--- src/rtl/core/dnsc_pkg.sv ---
package dnsc_pkg;

    // Limits on label and name length
    localparam int MAX_LABEL_LEN = 63;
    localparam int MAX_NAME_LEN  = 255;

    // Saturating counters must hold the limit plus one
    localparam int LABEL_W = $clog2(MAX_LABEL_LEN + 2);
    localparam int NAME_W  = $clog2(MAX_NAME_LEN + 2);

    // Item kinds
    localparam logic KIND_BYTE = 1'b0;
    localparam logic KIND_END  = 1'b1;

    // Class of the previous accepted byte
    typedef enum logic [1:0] {
        CLS_DOT   = 2'd0,
        CLS_DASH  = 2'd1,
        CLS_ALNUM = 2'd2
    } t_class;

    // Class of an incoming character
    typedef enum logic [2:0] {
        CH_LETTER = 3'd0,
        CH_DIGIT  = 3'd1,
        CH_DASH   = 3'd2,
        CH_DOT    = 3'd3,
        CH_OTHER  = 3'd4
    } t_char;

    // Verdict codes
    typedef enum logic [2:0] {
        RSN_OK     = 3'd0,
        RSN_EMPTY  = 3'd1,
        RSN_LONG   = 3'd2,
        RSN_CHAR   = 3'd3,
        RSN_PLACE  = 3'd4,
        RSN_LABEL  = 3'd5,
        RSN_LETTER = 3'd6
    } t_reason;

    // One item moving from the input register into the checker state
    typedef struct packed {
        logic  vld;
        logic  is_end;
        t_char cls;
    } t_step;

endpackage

--- src/rtl/core/dnsc_classify.sv ---
module dnsc_classify
    import dnsc_pkg::*;
(
    input  logic [7:0] i_char_byte,
    output t_char      o_cls
);

    always_comb begin
        if ((i_char_byte >= 8'h61 && i_char_byte <= 8'h7A) ||
            (i_char_byte >= 8'h41 && i_char_byte <= 8'h5A)) begin
            o_cls = CH_LETTER;
        end else if (i_char_byte >= 8'h30 && i_char_byte <= 8'h39) begin
            o_cls = CH_DIGIT;
        end else if (i_char_byte == 8'h2D) begin
            o_cls = CH_DASH;
        end else if (i_char_byte == 8'h2E) begin
            o_cls = CH_DOT;
        end else begin
            o_cls = CH_OTHER;
        end
    end

endmodule

--- src/rtl/core/dnsc_state.sv ---
module dnsc_state
    import dnsc_pkg::*;
(
    input  logic    i_clk,
    input  logic    i_rst_n,
    input  t_step   i_step,
    output t_reason o_reason
);

    t_class              r_prev,  n_prev;
    logic [LABEL_W-1:0]  r_label, n_label;
    logic [NAME_W-1:0]   r_name,  n_name;
    logic                r_seen,  n_seen;
    t_reason             r_fail,  n_fail;
    logic                r_start, n_start;

    logic [LABEL_W-1:0]  label_inc;

    // saturate at limit + 1
    assign label_inc = (r_label <= LABEL_W'(MAX_LABEL_LEN)) ? r_label + 1'b1 : r_label;

    always_comb begin
        n_prev  = r_prev;
        n_label = r_label;
        n_name  = r_name;
        n_seen  = r_seen;
        n_fail  = r_fail;
        n_start = r_start;
        if (i_step.vld && i_step.is_end) begin
            // verdict taken, back to the reset state
            n_prev  = CLS_DOT;
            n_label = '0;
            n_name  = '0;
            n_seen  = 1'b0;
            n_fail  = RSN_OK;
            n_start = 1'b1;
        end else if (i_step.vld) begin
            n_start = 1'b0;
            if (r_name <= NAME_W'(MAX_NAME_LEN)) begin
                n_name = r_name + 1'b1;
            end
            // leading dot is skipped; after a failure only the length moves
            if (!(r_start && i_step.cls == CH_DOT) && r_fail == RSN_OK) begin
                case (i_step.cls)
                    CH_LETTER: begin
                        n_seen  = 1'b1;
                        n_label = label_inc;
                        n_prev  = CLS_ALNUM;
                    end
                    CH_DIGIT: begin
                        n_label = label_inc;
                        n_prev  = CLS_ALNUM;
                    end
                    CH_DASH: begin
                        if (r_prev == CLS_DOT) begin
                            n_fail = RSN_PLACE;
                        end else begin
                            n_label = label_inc;
                            n_prev  = CLS_DASH;
                        end
                    end
                    CH_DOT: begin
                        if (r_prev == CLS_DOT || r_prev == CLS_DASH) begin
                            n_fail = RSN_PLACE;
                        end else if (r_label > LABEL_W'(MAX_LABEL_LEN) ||
                                     r_label == '0) begin
                            n_fail = RSN_LABEL;
                        end else begin
                            n_label = '0;
                            n_prev  = CLS_DOT;
                        end
                    end
                    default: begin
                        n_fail = RSN_CHAR;
                    end
                endcase
            end
        end
    end

    // verdict in priority order
    always_comb begin
        if (r_name == '0) begin
            o_reason = RSN_EMPTY;
        end else if (r_name > NAME_W'(MAX_NAME_LEN)) begin
            o_reason = RSN_LONG;
        end else if (r_fail != RSN_OK) begin
            o_reason = r_fail;
        end else if (r_prev == CLS_DASH) begin
            o_reason = RSN_PLACE;
        end else if (r_label > LABEL_W'(MAX_LABEL_LEN)) begin
            o_reason = RSN_LABEL;
        end else if (!r_seen) begin
            o_reason = RSN_LETTER;
        end else begin
            o_reason = RSN_OK;
        end
    end

    always_ff @(posedge i_clk) begin
        if (!i_rst_n) begin
            r_prev  <= CLS_DOT;
            r_label <= '0;
            r_name  <= '0;
            r_seen  <= 1'b0;
            r_fail  <= RSN_OK;
            r_start <= 1'b1;
        end else begin
            r_prev  <= n_prev;
            r_label <= n_label;
            r_name  <= n_name;
            r_seen  <= n_seen;
            r_fail  <= n_fail;
            r_start <= n_start;
        end
    end

endmodule

--- src/rtl/core/domain_name_syntax_checker_unit.sv ---
// Domain name syntax checker.
// Input channel (i_valid / o_stall): one item per handshake. An item with
// i_kind = 0 carries one character of the name in i_char_byte; an item with
// i_kind = 1 ends the name and asks for the verdict. Byte items give no
// result. Output channel (o_valid / i_stall): one item per end item, with
// o_valid_res = 1 for a valid name and o_reason giving the first failing
// check (0 ok, 1 empty, 2 too long, 3 bad character, 4 bad dot or dash
// placement, 5 bad label length, 6 no letter).
// Throughput: one item per cycle, sustained while no end item waits on
// i_stall, set by the single pass of classify and update logic between the
// input register and the state. An end item accepted into the input register
// leaves it with its verdict written into the output register.
// Stall: while a verdict waits on i_stall, byte items keep flowing into the
// checker state; only an end item waits in the input register, and then
// o_stall holds the input side. After each verdict the state returns to its
// reset values for the next name.
// Reset: synchronous, active low; both registers empty, checker state at
// start of a name. No clearing pass is needed.
module domain_name_syntax_checker_unit
    import dnsc_pkg::*;
(
    input  logic       i_clk,
    input  logic       i_rst_n,
    input  logic       i_valid,
    output logic       o_stall,
    input  logic       i_kind,
    input  logic [7:0] i_char_byte,
    output logic       o_valid,
    input  logic       i_stall,
    output logic       o_valid_res,
    output logic [2:0] o_reason
);

    // input register
    logic       r_in_vld;
    logic       r_in_kind;
    logic [7:0] r_in_char;

    // result register
    logic       r_out_vld;
    logic       r_out_res;
    t_reason    r_out_reason;

    logic       in_take;
    logic       out_take;
    logic       advance;
    t_char      cls;
    t_step      step;
    t_reason    verdict;

    // byte items always move on; an end item needs room in the result register
    assign out_take = r_out_vld && !i_stall;
    assign advance  = r_in_vld && (r_in_kind == KIND_BYTE || !r_out_vld || !i_stall);
    assign o_stall  = r_in_vld && !advance;
    assign in_take  = i_valid && !o_stall;

    dnsc_classify u_classify (
        .i_char_byte (r_in_char),
        .o_cls       (cls)
    );

    assign step.vld    = advance;
    assign step.is_end = (r_in_kind == KIND_END);
    assign step.cls    = cls;

    dnsc_state u_state (
        .i_clk    (i_clk),
        .i_rst_n  (i_rst_n),
        .i_step   (step),
        .o_reason (verdict)
    );

    always_ff @(posedge i_clk) begin
        if (!i_rst_n) begin
            r_in_vld <= 1'b0;
        end else if (in_take) begin
            r_in_vld <= 1'b1;
        end else if (advance) begin
            r_in_vld <= 1'b0;
        end
    end

    always_ff @(posedge i_clk) begin
        if (in_take) begin
            r_in_kind <= i_kind;
            r_in_char <= i_char_byte;
        end
    end

    always_ff @(posedge i_clk) begin
        if (!i_rst_n) begin
            r_out_vld <= 1'b0;
        end else if (advance && r_in_kind == KIND_END) begin
            r_out_vld <= 1'b1;
        end else if (out_take) begin
            r_out_vld <= 1'b0;
        end
    end

    always_ff @(posedge i_clk) begin
        if (advance && r_in_kind == KIND_END) begin
            r_out_res    <= (verdict == RSN_OK);
            r_out_reason <= verdict;
        end
    end

    assign o_valid     = r_out_vld;
    assign o_valid_res = r_out_res;
    assign o_reason    = r_out_reason;

endmodule

--- config.mk ---
export PLATFORM = sky130hd
export DESIGN_NAME = domain_name_syntax_checker_unit
export DESIGN_NICKNAME = d
export VERILOG_FILES = /design/src/rtl/core/dnsc_pkg.sv /design/src/rtl/core/dnsc_classify.sv /design/src/rtl/core/dnsc_state.sv /design/src/rtl/core/domain_name_syntax_checker_unit.sv
export SDC_FILE = /design/constraint.sdc
export NUM_CORES = 1
export LEC_CHECK = 0
export BUFFER_PORTS_ARGS = -buffer_cell sky130_fd_sc_hd__buf_4
export CAP_MARGIN = 15
export CORE_ASPECT_RATIO = 1.2
export CORE_MARGIN = 5
export CORE_UTILIZATION = 56
export CTS_BUF_LIST = sky130_fd_sc_hd__clkbuf_2
export DETAILED_ROUTE_END_ITERATION = 16
export MAX_ROUTING_LAYER = met4
export PLACE_DENSITY = 0.78
export SYNTH_ARGS = -nofsm -noshare
export SYNTH_HDL_FRONTEND = slang
export SYNTH_SLANG_ARGS = --single-unit
--- constraint.sdc ---
create_clock -name i_clk -period 2.3 [get_ports i_clk]
set_input_delay 0 -clock i_clk [delete_from_list [all_inputs] [get_ports i_clk]]
set_output_delay 0 -clock i_clk [all_outputs]
set_load 0.005 [all_outputs]
# --- After elaboration in Yosys (flattened, before gate mapping) ---
# Index checks and enable logic that the tools add are counted.
op_classes:
  n_addsub: 2
  magnitude_cmp: 10
  muxes: 27
  n_eq_ne: 11
  reduce_logical: 36
  bitwise: 3
op_table:
  columns: ["operator", "n"]
  rows:
  - ["$mux W3", 13]
  - ["$mux W7", 4]
  - ["$pmux W7 S3", 1]
  - ["$eq A8 B6 Y1 const B", 2]
  - ["$ge A8 B7 Y1 const B", 2]
  - ["$le A8 B7 Y1 const B", 2]
  - ["$logic_and A1 B1 Y1", 10]
  - ["$add A9 B1 Y9 const B", 1]
  - ["$gt A9 B8 Y1 const B", 1]
  - ["$le A9 B8 Y1 const B", 1]
  - ["$logic_not A3 Y1", 3]
  - ["$logic_not A9 Y1", 1]
  - ["$pmux W3 S3", 1]
  - ["$ge A8 B6 Y1 const B", 1]
  - ["$le A8 B6 Y1 const B", 1]
  - ["$add A7 B1 Y7 const B", 1]
  - ["$gt A7 B6 Y1 const B", 1]
  - ["$le A7 B6 Y1 const B", 1]
  - ["$logic_not A7 Y1", 1]
  - ["$eq A3 B2 Y1 const B", 2]
  - ["$mux W2", 3]
  - ["$ne A2 B2 Y1 const B", 3]
  - ["$pmux W2 S3", 1]
  - ["$reduce_and A6 Y1", 1]
  - ["15 further kinds", 31]
totals:
  elab_cells: 101
  input_bits: 13
  regBits: 38

# --- Depth between registers and ports, before layout ---
logic_depth:
  ltp_word: 10
  mapped_depth: 8
  depth_no_buf: 7

# --- By module ---
# From an unflattened synthesis, not the netlist that was laid out.
hier_totals:
  hier_cells: 220
  area_unflattened_um2: 2049.5
modules_own_cells:
  columns: ["mod", "area_per_inst_um2", "seq_area_each_um2", "instances", "cells_per_inst"]
  rows:
  - ["dnsc_state", 1457.6, 460.4, 1, 178]
  - ["domain_name_syntax_checker_unit", 490.5, 430.4, 1, 25]
  - ["dnsc_classify", 101.3, 0.0, 1, 17]

# --- Least setup slack after synthesis ---
# Ideal clock, no wire load.
synth_timing:
  kind: "register to register"
  from: "register u_state.r_label[0]"
  to: "register u_state.r_label[2]"
  t_required_ns: 2.228
  n_path_buf: 0
  setup_slack_ns: 0.433
  arrival_time_ns: 1.795
  setup_time_ns: 0.072
  period_less_slack_ns: 1.867
  stages_incl_launch_ff: 7
  path_cell_list: "dfxtp_1 > ha_1 > and3b_1 > a31oi_2 > o21ai_2 > a2111oi_2 > mux2i_1"
synth_via:
  elab_chain_cells: 4
  word_cells_on_any_way: 10
synth_rtl:
  columns: ["item", "line_no", "text"]
  rows:
  - ["start: declaration", "dnsc_state.sv:11", "logic [LABEL_W-1:0] r_label, n_label;"]
  - ["start signal: assignment", "dnsc_state.sv:110", "r_label <= n_label;"]
  - ["$add A7 B1 Y7 (tied with other cells)", "dnsc_state.sv:20", "assign label_inc = (r_label <= LABEL_W'(MAX_LABEL_LEN)) ? r_label + 1'b1 : r_label;"]
  - ["$mux W7 or $logic_or A1 B1 Y1 (tied branches)", "dnsc_state.sv:20, dnsc_state.sv:65", null]
  - ["$mux W7 or $ne A2 B2 Y1 (tied branches)", null, null]
  - ["$pmux W7 S3 or $reduce_and A6 Y1 (tied branches)", null, null]
# Several ways; a longest one is shown, not always the timed one. The select of a mux whose other input is x is not followed.
# A chain may end at the register's enable or synchronous reset.

# --- Worst setup path in the final report ---
layout_timing:
  from: "register u_state.r_label[0]"
  to: "register u_state.r_label[5]"
# Same word-level chain as after synthesis.

==> reports/metrics.csv <==
metric;value;unit
num_vias;1692;
p_int;0.862;mW
die-height;76.7;um
postRouteWirelength;4080;um
ys_async_sr_fraction;0;%
worstPathArrival;2390;ps
r2r-end;u_state.r_label[5];
worstSkewPairLatency;390;ps
rrSetupSlack;250;ps
via_count_of_the_first_global_routing_pass;1623;
wire_length_of_the_first_global_routing_pass;7200;um
grt_setup_unrepaired;false;
leakage;0.902;nW
power.clock.fraction;23.9;%
avgViaCountPerCell;5.92;
ys_seq_area_share;43.0;%
synth_commonest_cells;25 x sky130_fd_sc_hd__dfxtp_1, 21 x sky130_fd_sc_hd__nor2_1, 14 x sky130_fd_sc_hd__inv_1;
grt_antenna_before_repair;0;
netlist.top_cell.by_area;sky130_fd_sc_hd__dfxtp_1;
cts_buffers;5;
syn_area;2070;sq um
switching_power;0.315;mW
gr-total-overflow;0;
synth_top_area_share;24.1;%
die_area;5020;sq um
cts_htree_levels;2;
cp-endpoint;u_state.r_label[5];
syn-mean-instance-area;9.83;sq um
timing.final.setup_violations;0;
finalSetupTns;0;ps
drtIter0Drc;125;
layout.nets;264;
share_comb_of_total_power;13.3;%
area.growth.synth_to_final;17.3;%
numPortBuffers;18;
critical_path.startpoint_type;register;
power_density;484;nW/um^2
crit_fanout;6;
status;finished clean;
placed_cell_area;2260;sq um
clk_pin_slew_worst_paths;200;ps
vdd_drop_max;0.323;mV
synth_warnings;0;
max_slew.worst_pin.slew;715;ps
p_total;1.18;mW
r2r.worst_path.cells;6;
critical_r2r_launch;u_state.r_label[0];
synth_most_common_cell;sky130_fd_sc_hd__dfxtp_1;
cts.repair_timing.setup_buffer_count;0;
cp-end-kind;register;
die_x;65.5;um
mappedNetlistNets;229;
post_syn_instances;211;
post_synth_main_area_contributors;sky130_fd_sc_hd__dfxtp_1 24%, sky130_fd_sc_hd__edfxtp_1 19%, sky130_fd_sc_hd__o211ai_1 4.3%;
period_share;88.9;%
num-fill-cells;274;
drtPass1Iterations;4;
drive_above_1_share;17.0;%
core_area;3600;sq um
clock_tree_from_tritoncts;done;
timing.setup.critical_path_class;reg -> reg;
synth-seq-cells;38;
slew_headroom;52.2;%
globalplace.congestion;0.896;
io-pin-count;19;
power_switching_share;26.7;%
max_cap_violations;0;
dpl.hpwl;2770;um
fin_worst_skew;17.7;ps
ant_nets;0;
initial_core_util;57.5;%
worst_ep_required_time;2650;ps
timing.critical_path.from;u_state.r_label[0];
synth_flop_cell;sky130_fd_sc_hd__dfxtp_1;
gr-usage-all-layers;18.5;%
utilization;67.5;%
hold_viol_final;0;
finish.instance_area;2430;sq um
clk_path_buf_depth;2;
clock_sinks;38;
power.sequential.fraction;62.8;%
antenna_cells_inserted;0;
multiInputGateArea;1090;sq um
min-delay-path-class;in -> reg;
avgRoutedWirePerCell;14.3;um
synth-edff-count;13;
period_needed;2050;ps
synth.distinct_cells;57;
maxSlewViolCount;0;
regArea;891;sq um
grt_start_max_net_pins;18;
final_hold_slack;234;ps
floorplan.rows;24;
root_driver;sky130_fd_sc_hd__clkbuf_2;
detail_route.drc_violations;0;
fmax;489;MHz
what timing repair did:
item                                    4_1_cts  5_1_grt
hold buffers                                 13        0
endpoints found under the setup margin        0        1
endpoints found under the hold margin        11        0
resized for setup                             0        1
state kept, by name (all words and copies together), names as in the netlist, 2 cells and up:
register,cells
u_state.r_name,9
r_in_char,8
u_state.r_label,7
o_reason,3
u_state.r_fail,3
u_state.r_prev,2
through the flow:
| step | setup slack, ps | std cells |
|---|---|---|
| 4_1_cts | 184 | 286 |
| 2_1_floorplan | 433 | 211 |
| 3_3_place_gp | 293 | 265 |
| 5_1_grt | 86.5 | 286 |
| 6_report | 254 | 286 |
| 3_5_place_dp | 244 | 265 |
layout make-up:
class,instances,share of cell area (%)
multi-input cells,150,45.0
flip-flops and latches,38,36.6
repair buffers,37,12.8
inverters,14,2.16
well taps,39,2.01
clock buffers,5,1.03
clock inverters,3,0.463
critical path, stage by stage, from the launching register on:
cell,delay (ps)
sky130_fd_sc_hd__dfxtp_1,460
sky130_fd_sc_hd__ha_1,240
sky130_fd_sc_hd__and3b_1,230
sky130_fd_sc_hd__a31oi_4,270
sky130_fd_sc_hd__o21ai_2,180
sky130_fd_sc_hd__a2111oi_2,410
sky130_fd_sc_hd__mux2i_1,220
worst min-delay path by stage:
stage | startpoint | slack (ps) | depth (start not counted) | to
finish | i_stall | 230 | 3 | o_reason[1]
global placement | i_kind | 180 | 1 | r_in_kind
floorplan | i_char_byte[0] | 100 | 0 | r_in_char[0]
global route | i_stall | 220 | 3 | o_reason[1]
CTS | i_stall | 220 | 4 | u_state.r_start
detailed placement | i_kind | 180 | 1 | r_in_kind
power groups by stage:
stage	clock [mW]	combinational (mW)	sequential, mW
detailed placement	0	0.138	0.753
finish	0.281	0.157	0.739
CTS	0.287	0.156	0.738
floorplan	0	0.0991	0.749
global placement	0	0.136	0.752
global route	0.317	0.177	0.742
metal layers:
metal	up-vias	GRT usage (%)	share of wire [%]
met1	780	23.2	46
met3	5	4.53	4.2
li1	863	-	-
met2	44	28.6	48
met5	-	-	0
met4	0	6.85	1.3
logic make-up after synthesis:
| group | count (synthesis) | synth area share, % |
|---|---|---|
| and+or+nand+nor | 76 | 20.6 |
| AOI/OAI and AO/OA | 55 | 22.4 |
| DFF | 38 | 43.0 |
| buffers and inverters | 23 | 4.71 |
| xor gates and xnor gates | 7 | 2.96 |
| muxes | 7 | 3.38 |
| adders and majority gates | 5 | 3.02 |
cells in the final DEF, fill, tap and decap left out, types with 2 or more instances in the layout:
cell	n
sky130_fd_sc_hd__nand2b_1	5
sky130_fd_sc_hd__inv_1	14
sky130_fd_sc_hd__xor2_1	6
sky130_fd_sc_hd__dlygate4sd3_1	13
sky130_fd_sc_hd__nor2_1	21
sky130_fd_sc_hd__clkbuf_2	5
sky130_fd_sc_hd__nor4b_1	2
sky130_fd_sc_hd__ha_1	5
sky130_fd_sc_hd__a21oi_1	5
sky130_fd_sc_hd__and4_1	2
sky130_fd_sc_hd__a211oi_2	2
sky130_fd_sc_hd__buf_4	24
sky130_fd_sc_hd__and2_1	3
sky130_fd_sc_hd__nor4_1	2
sky130_fd_sc_hd__nand3_1	9
sky130_fd_sc_hd__dfxtp_1	25
sky130_fd_sc_hd__nor3_1	4
sky130_fd_sc_hd__o21a_1	3
sky130_fd_sc_hd__nand2_1	7
sky130_fd_sc_hd__o21ai_0	3
sky130_fd_sc_hd__o2111ai_1	4
sky130_fd_sc_hd__o211ai_1	12
sky130_fd_sc_hd__a31oi_1	4
sky130_fd_sc_hd__mux2i_1	7
sky130_fd_sc_hd__nor2b_1	3
sky130_fd_sc_hd__clkinv_1	3
sky130_fd_sc_hd__a2111oi_2	4
sky130_fd_sc_hd__and3b_1	3
sky130_fd_sc_hd__and3_1	5
sky130_fd_sc_hd__edfxtp_1	13
sky130_fd_sc_hd__nand4b_1	2
sky130_fd_sc_hd__a211oi_1	2
No activity file was read; power rests on OpenSTA's default activity.
